$ cat config.mk
export PLATFORM = sky130hd
export DESIGN_NAME = hmc_ctrl
export DESIGN_NICKNAME = d
export VERILOG_FILES = /design/src/hmc_pkg.sv /design/src/hmc_ctrl.sv
export SDC_FILE = /design/constraint.sdc
export NUM_CORES = 1
export LEC_CHECK = 0
export ABC_AREA = 1
export BUFFER_PORTS_ARGS = -buffer_cell sky130_fd_sc_hd__buf_4
export CELL_PAD_IN_SITES_DETAIL_PLACEMENT = 0
export CELL_PAD_IN_SITES_GLOBAL_PLACEMENT = 1
export CORE_AREA = 2 2 39 41
export DETAILED_ROUTE_END_ITERATION = 16
export DIE_AREA = 0 0 41 43
export PLACE_DENSITY = 0.5
export SYNTH_ARGS = -nofsm -noshare
export SYNTH_HDL_FRONTEND = slang
export SYNTH_SLANG_ARGS = --single-unit
$ cat constraint.sdc
create_clock -name clk -period 1.5 [get_ports clk]
set_clock_uncertainty 0.05 [all_clocks]
set_input_delay 0.075 -clock clk [delete_from_list [all_inputs] [get_ports clk]]
set_output_delay 0.075 -clock clk [all_outputs]
set_load 0.05 [all_outputs]
$ cat src/hmc_pkg.sv
`timescale 1ns / 1ps

package hmc_pkg;

	// Operation codes of the input word.
	localparam logic [1:0] OP_LOOKUP = 2'd0;
	localparam logic [1:0] OP_FILL   = 2'd1;
	localparam logic [1:0] OP_FRAME  = 2'd2;

	// Hash multipliers and fold distance.
	localparam logic [31:0] MUL_MODEL  = 32'h9E37_79B1;
	localparam logic [31:0] MUL_X      = 32'h85EB_CA6B;
	localparam logic [31:0] MUL_Y      = 32'hC2B2_AE35;
	localparam logic [31:0] MUL_Z      = 32'h27D4_EB2F;
	localparam int unsigned FOLD_SHIFT = 16;

	// Generation zero marks an empty slot, so counting starts at one.
	localparam logic [31:0] GEN_START = 32'd1;
	localparam logic [31:0] GEN_LAST  = 32'hFFFF_FFFF;

	typedef struct packed {
		logic [1:0]  operation;
		logic [31:0] model_id;
		logic [31:0] point_x;
		logic [31:0] point_y;
		logic [31:0] point_z;
		logic [31:0] fill_leaf;
	} query_t;

	typedef struct packed {
		logic        hit;
		logic [31:0] leaf_out;
	} answer_t;

	typedef struct packed {
		logic [31:0] generation;
		logic [31:0] model;
		logic [31:0] x;
		logic [31:0] y;
		logic [31:0] z;
		logic [31:0] leaf;
	} entry_t;

	// Commands from the controller to the datapath.
	typedef struct packed {
		logic in_open;
		logic read;
		logic finish;
		logic clear_wr;
	} cmd_t;

	// Status from the datapath to the controller.
	typedef struct packed {
		logic in_taken;
		logic out_free;
		logic wrap;
		logic clear_last;
	} sts_t;

endpackage

$ cat src/hmc_ctrl.sv
`timescale 1ns / 1ps

module hmc_ctrl (
	input  logic            clk,
	input  logic            arst_n,
	input  hmc_pkg::sts_t   sts,
	output hmc_pkg::cmd_t   cmd
);

	typedef enum logic [1:0] {
		ST_CLEAR,
		ST_IDLE,
		ST_READ,
		ST_FINISH
	} state_t;

	state_t state_q;

	always_ff @(posedge clk or negedge arst_n) begin
		if (!arst_n) begin
			state_q <= ST_CLEAR;
		end else begin
			case (state_q)
				ST_CLEAR: begin
					if (sts.clear_last) state_q <= ST_IDLE;
				end
				ST_IDLE: begin
					if (sts.in_taken) state_q <= ST_READ;
				end
				ST_READ: begin
					state_q <= ST_FINISH;
				end
				ST_FINISH: begin
					if (sts.out_free) state_q <= sts.wrap ? ST_CLEAR : ST_IDLE;
				end
				default: begin
					state_q <= ST_CLEAR;
				end
			endcase
		end
	end

	// The finish step waits until the result register can take a new word.
	always_comb begin
		cmd          = '0;
		cmd.in_open  = (state_q == ST_IDLE);
		cmd.read     = (state_q == ST_READ);
		cmd.finish   = (state_q == ST_FINISH) && sts.out_free;
		cmd.clear_wr = (state_q == ST_CLEAR);
	end

endmodule

Word level (Yosys, flattened, before mapping)
Index checks and enable logic that the tools add are counted.

word-level totals
  output and inout bits = 4
  bits in registers = 2
  word-level logic and storage cells = 15

cells by class
  reduce and logical (&&, ||, !) cells = 3
  equality and inequality tests = 6
  muxes and demuxes = 5

operators with widths
  operator              count
  $pmux W2 S4           1
  $mux W2               3
  $ne A2 B2 Y1 const B  3
  $eq A2 B2 Y1 const B  2
  $reduce_and A3 Y1     1
  $eq A2 B1 Y1 const B  1
  $logic_not A2 Y1      1
  $logic_and A1 B1 Y1   1
  $mux W1               1

Longest topological paths before layout
Gate-level depths: netlist of the first run.

  word-level depth = 3
  depth in mapped cells = 7
  mapped depth without buffers = 7

Least setup slack after synthesis of the first run
Ideal clock, no wire load.

  kind = reg2reg
  start point = register state_q[0]
  end point = register state_q[1]
  stages on the path, launching flop included = 8
  setup time = 116 ps
  data required time = 1334 ps
  path buffers = 0
  data arrival time = 1290 ps
  path slack = 44 ps
  cells stage by stage = dfrtp_1 > inv_1 > ha_1 > nand2_2 > inv_2 > nor2_2 > nand2_1 > nand2_1

RTL lines
  item                    line            RTL
  from (decl)             hmc_ctrl.sv:17  state_t state_q;
  from (signal assigned)  hmc_ctrl.sv:34  if (sts.out_free) state_q <= sts.wrap ? ST_CLEAR : ST_IDLE;

==> results of run 1 <==
-- worst reg2reg max path, cell delays in order (launching register included) --
cell,delay [ps]
dfrtp_1,400
inv_1,100
ha_1,250
nand2_2,90
nand3_1,100
nand2_1,70
nand2_1,50
-- final timing paths --
path | from | to | slack (ps) | cells after the start
setup / recovery | state_q[0] | cmd[0] | 190 | 3
hold / removal | arst_n | state_q[1] | 120 | 2
setup reg to reg | state_q[0] | state_q[0] | 280 | 6
hold reg to reg | state_q[1] | state_q[1] | 520 | 2
max in group asynchronous | arst_n | state_q[0] | 1190 | 2
min in group clk | sts[1] | state_q[0] | 170 | 6
-- metrics by stage --
step | cells | instance area, um2 | util | total power [mW]
after floorplan | 31 | 205 | - | 0.523
after global placement | 56 | 293 | 0.212 | 0.656
after detailed placement | 56 | 293 | 0.212 | 0.640
after CTS | 60 | 325 | 0.235 | 0.772
after global routing | 60 | 325 | 0.235 | 0.834
final | 60 | 325 | 0.235 | 0.754
-- layout make-up --
| type | count | area share |
|---|---|---|
| multi-input cells | 20 | 0.373 |
| repair buffers | 10 | 0.238 |
| flip-flops and latches | 2 | 0.154 |
| inverters | 9 | 0.104 |
| clock buffers | 3 | 0.0692 |
| well taps | 16 | 0.0615 |
-- per-layer routing --
layer,share of wire,wire length [um],track usage,vias up
li1,-,-,-,115
met1,0.46,181,0.0548,79
met2,0.43,169,0.0844,8
met3,0.11,45,0.0314,0
met4,0,0,0.0800,0
met5,0,0,0,-
-- power groups by stage --
stage	combinational [mW]	sequential, mW	clock [mW]
floorplan	0.409	0.114	0
global placement	0.533	0.123	0
detailed placement	0.518	0.122	0
CTS	0.521	0.121	0.130
global route	0.573	0.125	0.136
finish	0.512	0.122	0.121
-- logic make-up (layout without fill, tap and decap cells) --
family                     Yosys count  after routing  synth area share
DFF                                  2              2             0.244
and+or+nand+nor                     16             16             0.348
buffers and inverters                9             22             0.165
adders and majority gates            4              4             0.244
-- cell usage after synthesis (all sizes together) --
cell,n
dfrtp,2
ha,4
inv,9
nor2,1
nand2,12
nand3,3
==> impl_results.md, run 1 <==
* CTS tree: built
* Routed Antenna Nets at 0
* Fmax at 0.761 GHz
* CTS root buffer: clkbuf_4
* Cell family with most CP delay: flip-flops
* First-pass GRT wire length at 676 um
* Clk network pwr share at 0.160
* Syn_area_per_cell at 6.62 um2
* Site Rows at 14
* Pleak at 0.210 nW
* Width of the die at 41 um
* Min-Delay Path Class: in -> async
* CP max-delay cell: dfrtp_1
* Commonest cells after routing, fill and taps aside: nand2_1, buf_4, inv_1
* Hold Vio Cnt, Final at 0
* Area growth syn-to-layout at 58.5%
* Worst VDD drop at 0.000616 V
* H-tree depth at 1
* Setup_tns at 0 ps
* Distinct cells, synth at 8
* Data required time at the worst endpoint at 1370 ps
* Die Y-Extent at 43 um
* GRT Resource Usage Total at 0.0623
* Largest net degree at the start of global routing at 6
* Final nets at 56
* Post-CTS sizing at 0
* Regs by FF count: state_q (2)
* CTS sink count at 2
* Commonest non-fill, non-tap cell in the layout: nand2_1
* Crit path kind: reg -> out
* Reg power frac at 0.161
* Syn_nets at 41
* Drt wl/cell at 6.60 um
* Slew HR at 0.893
* Initial Util at 0.148
* Final WS setup at 187 ps
* CORE AREA at 0.00138 mm2
* IO buf count at 9
* GR Overflow Total at 0
* Crit-path cells: inv_1 -> ha_1 -> buf_4
* DIE AREA at 0.00176 mm2
* Clock Pin Slew Worst Setup and Hold Paths at 30 ps
* Routed vias at 202
* Multi-input gate area at 121 um2
* Worst-path fanout max at 5
* RSZ-0062 raised after global routing: no
* FF/Latch Area at 50.0 um2
* Pre-CTS WS at 275 ps
* Post CTS Setup Buffer Count at 0
* Worst Path Arrival at 1190 ps
* Critical Path Sink Type: output port
* Gate power share at 0.679
* Pwr Density at 2320 mW/mm2
* CTS Buf Count at 3
* Post-synthesis instance area at 205 um2
* Fin crit period at 1310 ps
* Ports at 10
* Vias in the first global route at 206
* Status: completed
* Initial DRT Pass Iterations at 4
* Worst-margin pin slew at 161 ps
* Longest Clk Path Bufs at 2
* N_diodes at 0
* Largest register by flop count: state_q
* Share of cells above drive strength 1 at 0.364
* Yosys Warn Count at 0
* Initial DRC Count at 3
* Switching pwr at 0.410 mW
* Number of synthesized register bits at 2
* Post-Syn Instances at 31
* Via density per instance at 3.37
* Clk_lat worst skew at 220 ps
* Sequential fraction of the synthesis area at 0.244
* Synth top area share at 0.244
* Area contributors post-synth: dfrtp_1, ha_1, nand2_1
* Fin Hold WS at 117 ps
* DRC Markers at 0
* Sw frac at 0.543
* Post-CTS Hold Buffers at 1
* Worst setup SP type: register
* Initial antenna violation count at 0
* Fin crit share at 0.876
* Dpl hpwl at 321 um
* Final Max Slew Viols at 0
* Final setup viols at 0
* Most area-hungry cell type in the Yosys netlist: dfrtp_1
* Final wirelength at 396 um
* Final GP Congestion at 0.641
* Power Internal at 0.344 mW
* Crit path buf inv count at 2
* Number of flip-flops in the largest register at 2
* Slowest stage delay, CP at 410 ps
* Fill count at 162
* Max_cap viols at 0
Note: power is estimated with default switching activity, not from simulation.
==> run 2: changes to the inputs <==
--- a/config.mk
+++ b/config.mk
@@ -12,6 +12,8 @@
 export CORE_AREA = 2 2 39 41
 export DETAILED_ROUTE_END_ITERATION = 16
 export DIE_AREA = 0 0 41 43
+export GPL_ROUTABILITY_DRIVEN = 0
+export HOLD_SLACK_MARGIN = 0.15
 export PLACE_DENSITY = 0.5
 export SYNTH_ARGS = -nofsm -noshare
 export SYNTH_HDL_FRONTEND = slang
==> impl_results.md, run 2 (synthesized netlist as in run 1, its figures left out) <==
* Register-to-register setup slack at 280 ps (about the same)
* Setup_tns at 0 ps (unchanged)
* Regs by FF count: state_q (2)
* CORE AREA at 0.00138 mm2 (unchanged)
* Hold Vio Cnt, Final at 0 (unchanged)
* Slew HR at 0.893 (unchanged)
* Worst Path Arrival at 1190 ps (about the same)
* Fin Hold WS at 175 ps (+57.7 ps)
* CTS tree: built
* Pleak at 0.214 nW (+2.0%)
* Switching pwr at 0.410 mW (about the same)
* Initial Util at 0.148 (unchanged)
* FF/Latch Area at 50.0 um2 (unchanged)
* Initial antenna violation count at 0 (unchanged)
* DRC Markers at 0 (unchanged)
* Worst VDD drop at 0.000613 V (-0.50%)
* Worst setup SP type: register
* Die Y-Extent at 43 um (unchanged)
* CP max-delay cell: dfrtp_1
* Dpl hpwl at 321 um (unchanged)
* Pwr Density at 2260 mW/mm2 (-2.7%)
* Clk network pwr share at 0.160 (about the same)
* Commonest non-fill, non-tap cell in the layout: nand2_1
* CTS root buffer: clkbuf_4
* Fmax at 0.761 GHz (about the same)
* Crit path buf inv count at 2 (unchanged)
* Data required time at the worst endpoint at 1370 ps (about the same)
* First-pass GRT wire length at 703 um (+4.0%)
* Ports at 10 (unchanged)
* Max_cap viols at 0 (unchanged)
* Via density per instance at 3.39 (+0.80%)
* Status: completed
* Number of flip-flops in the largest register at 2 (unchanged)
* GR Overflow Total at 0 (unchanged)
* CTS Buf Count at 3 (unchanged)
* Initial DRC Count at 3 (unchanged)
* Routed vias at 207 (+2.5%)
* Multi-input gate area at 121 um2 (unchanged)
* IO buf count at 9 (unchanged)
* Utilization after layout at 0.242 (+0.00723)
* Routed Antenna Nets at 0 (unchanged)
* Sw frac at 0.542 (-0.00108)
* Overall Power at 0.756 mW (+0.25%)
* Power Internal at 0.346 mW (+0.49%)
* Clk_lat worst skew at 220 ps (about the same)
* Gate power share at 0.680 (about the same)
* DIE AREA at 0.00176 mm2 (unchanged)
* Critical Path Sink Type: output port
* Largest net degree at the start of global routing at 6 (unchanged)
* Fin crit share at 0.876 (about the same)
* Fill count at 164 (+1.2%)
* Initial DRT Pass Iterations at 4 (unchanged)
* Final Max Slew Viols at 0 (unchanged)
* Slowest stage delay, CP at 410 ps (about the same)
* Cell family with most CP delay: flip-flops
* Site Rows at 14 (unchanged)
* Worst-margin pin slew at 161 ps (unchanged)
* Share of cells above drive strength 1 at 0.356 (-0.00808)
* Longest Clk Path Bufs at 2 (unchanged)
* Area growth syn-to-layout at 63.4%
* Reg power frac at 0.161 (about the same)
* Post-CTS sizing at 0 (unchanged)
* Vias in the first global route at 214 (+3.9%)
* Largest register by flop count: state_q
* Final setup viols at 0 (unchanged)
* Worst-path fanout max at 5 (unchanged)
* Clock Pin Slew Worst Setup and Hold Paths at 30 ps (about the same)
* Fin crit period at 1310 ps (-0.0610 ps)
* Commonest cells after routing, fill and taps aside: nand2_1, buf_4, inv_1
* Crit-path cells: inv_1 -> ha_1 -> buf_4
* Crit path kind: reg -> out
* CTS sink count at 2 (unchanged)
* N_diodes at 0 (unchanged)
* GRT Resource Usage Total at 0.0643 (+0.00201)
* Final wirelength at 405 um (+2.3%)
* Width of the die at 41 um (unchanged)
* RSZ-0062 raised after global routing: no
* Min-Delay Path Class: in -> reg
* Final nets at 57 (+1.8%)
* H-tree depth at 1 (unchanged)
* Drt wl/cell at 6.64 um (+0.60%)
run 2: cell types whose count changed in the layout (fill, tap and decap cells not counted):
cell / before / now
dlygate4sd3_1: 1 / 2
run 2: worst reg2reg max path, delay by kind of cell, from the launching register on:
kind	cells	cell delay, ps
and+or+nand+nor	4	310
buffers and inverters	1	100
adders and majority gates	1	250
DFF	1	400
run 2: area by class of cell:
cell class / count / share of cell area
multi-input cells: 20 / 0.362
clock buffers: 3 / 0.0672
inverters: 9 / 0.101
flip-flops and latches: 2 / 0.149
repair buffers: 11 / 0.261
well taps: 16 / 0.0597
run 2: power by group through the flow:
stage	logic (mW)	clock network, mW	registers [mW]
floorplan	0.409	0	0.114
global placement	0.533	0	0.123
detailed placement	0.518	0	0.122
CTS	0.523	0.130	0.121
global route	0.575	0.136	0.125
finish	0.514	0.121	0.122
run 2: through the flow:
stage	area (um2)	setup WS [ps]	std cells
floorplan	205	43.8	31
global placement	293	282	56
detailed placement	293	275	56
CTS	335	174	61
global route	335	122	61
finish	335	187	61
run 2: per-layer routing:
metal  up-vias  part of all wire  global-route usage
met2         8              0.44              0.0906
met4         0                 0              0.0800
met1        82              0.44              0.0548
met5         -                 0                   0
li1        117                 -                   -
met3         0              0.11              0.0314
run 2: final timing paths:
| kind | start | end | cells past startpoint |
|---|---|---|---|
| worst max register to register | state_q[0] | state_q[0] | 6 |
| min in group asynchronous | arst_n | state_q[1] | 3 |
| worst min-delay path | sts[1] | state_q[0] | 6 |
| max in group asynchronous | arst_n | state_q[0] | 3 |
| worst min register to register | state_q[1] | state_q[1] | 2 |
| worst max-delay path | state_q[0] | cmd[0] | 3 |
run 2: repair_timing:
item | 4_1_cts | 5_1_grt
endpoints found under the hold margin | 2 | 0
hold buffers | 2 | 0
setup buffers | 0 | 0
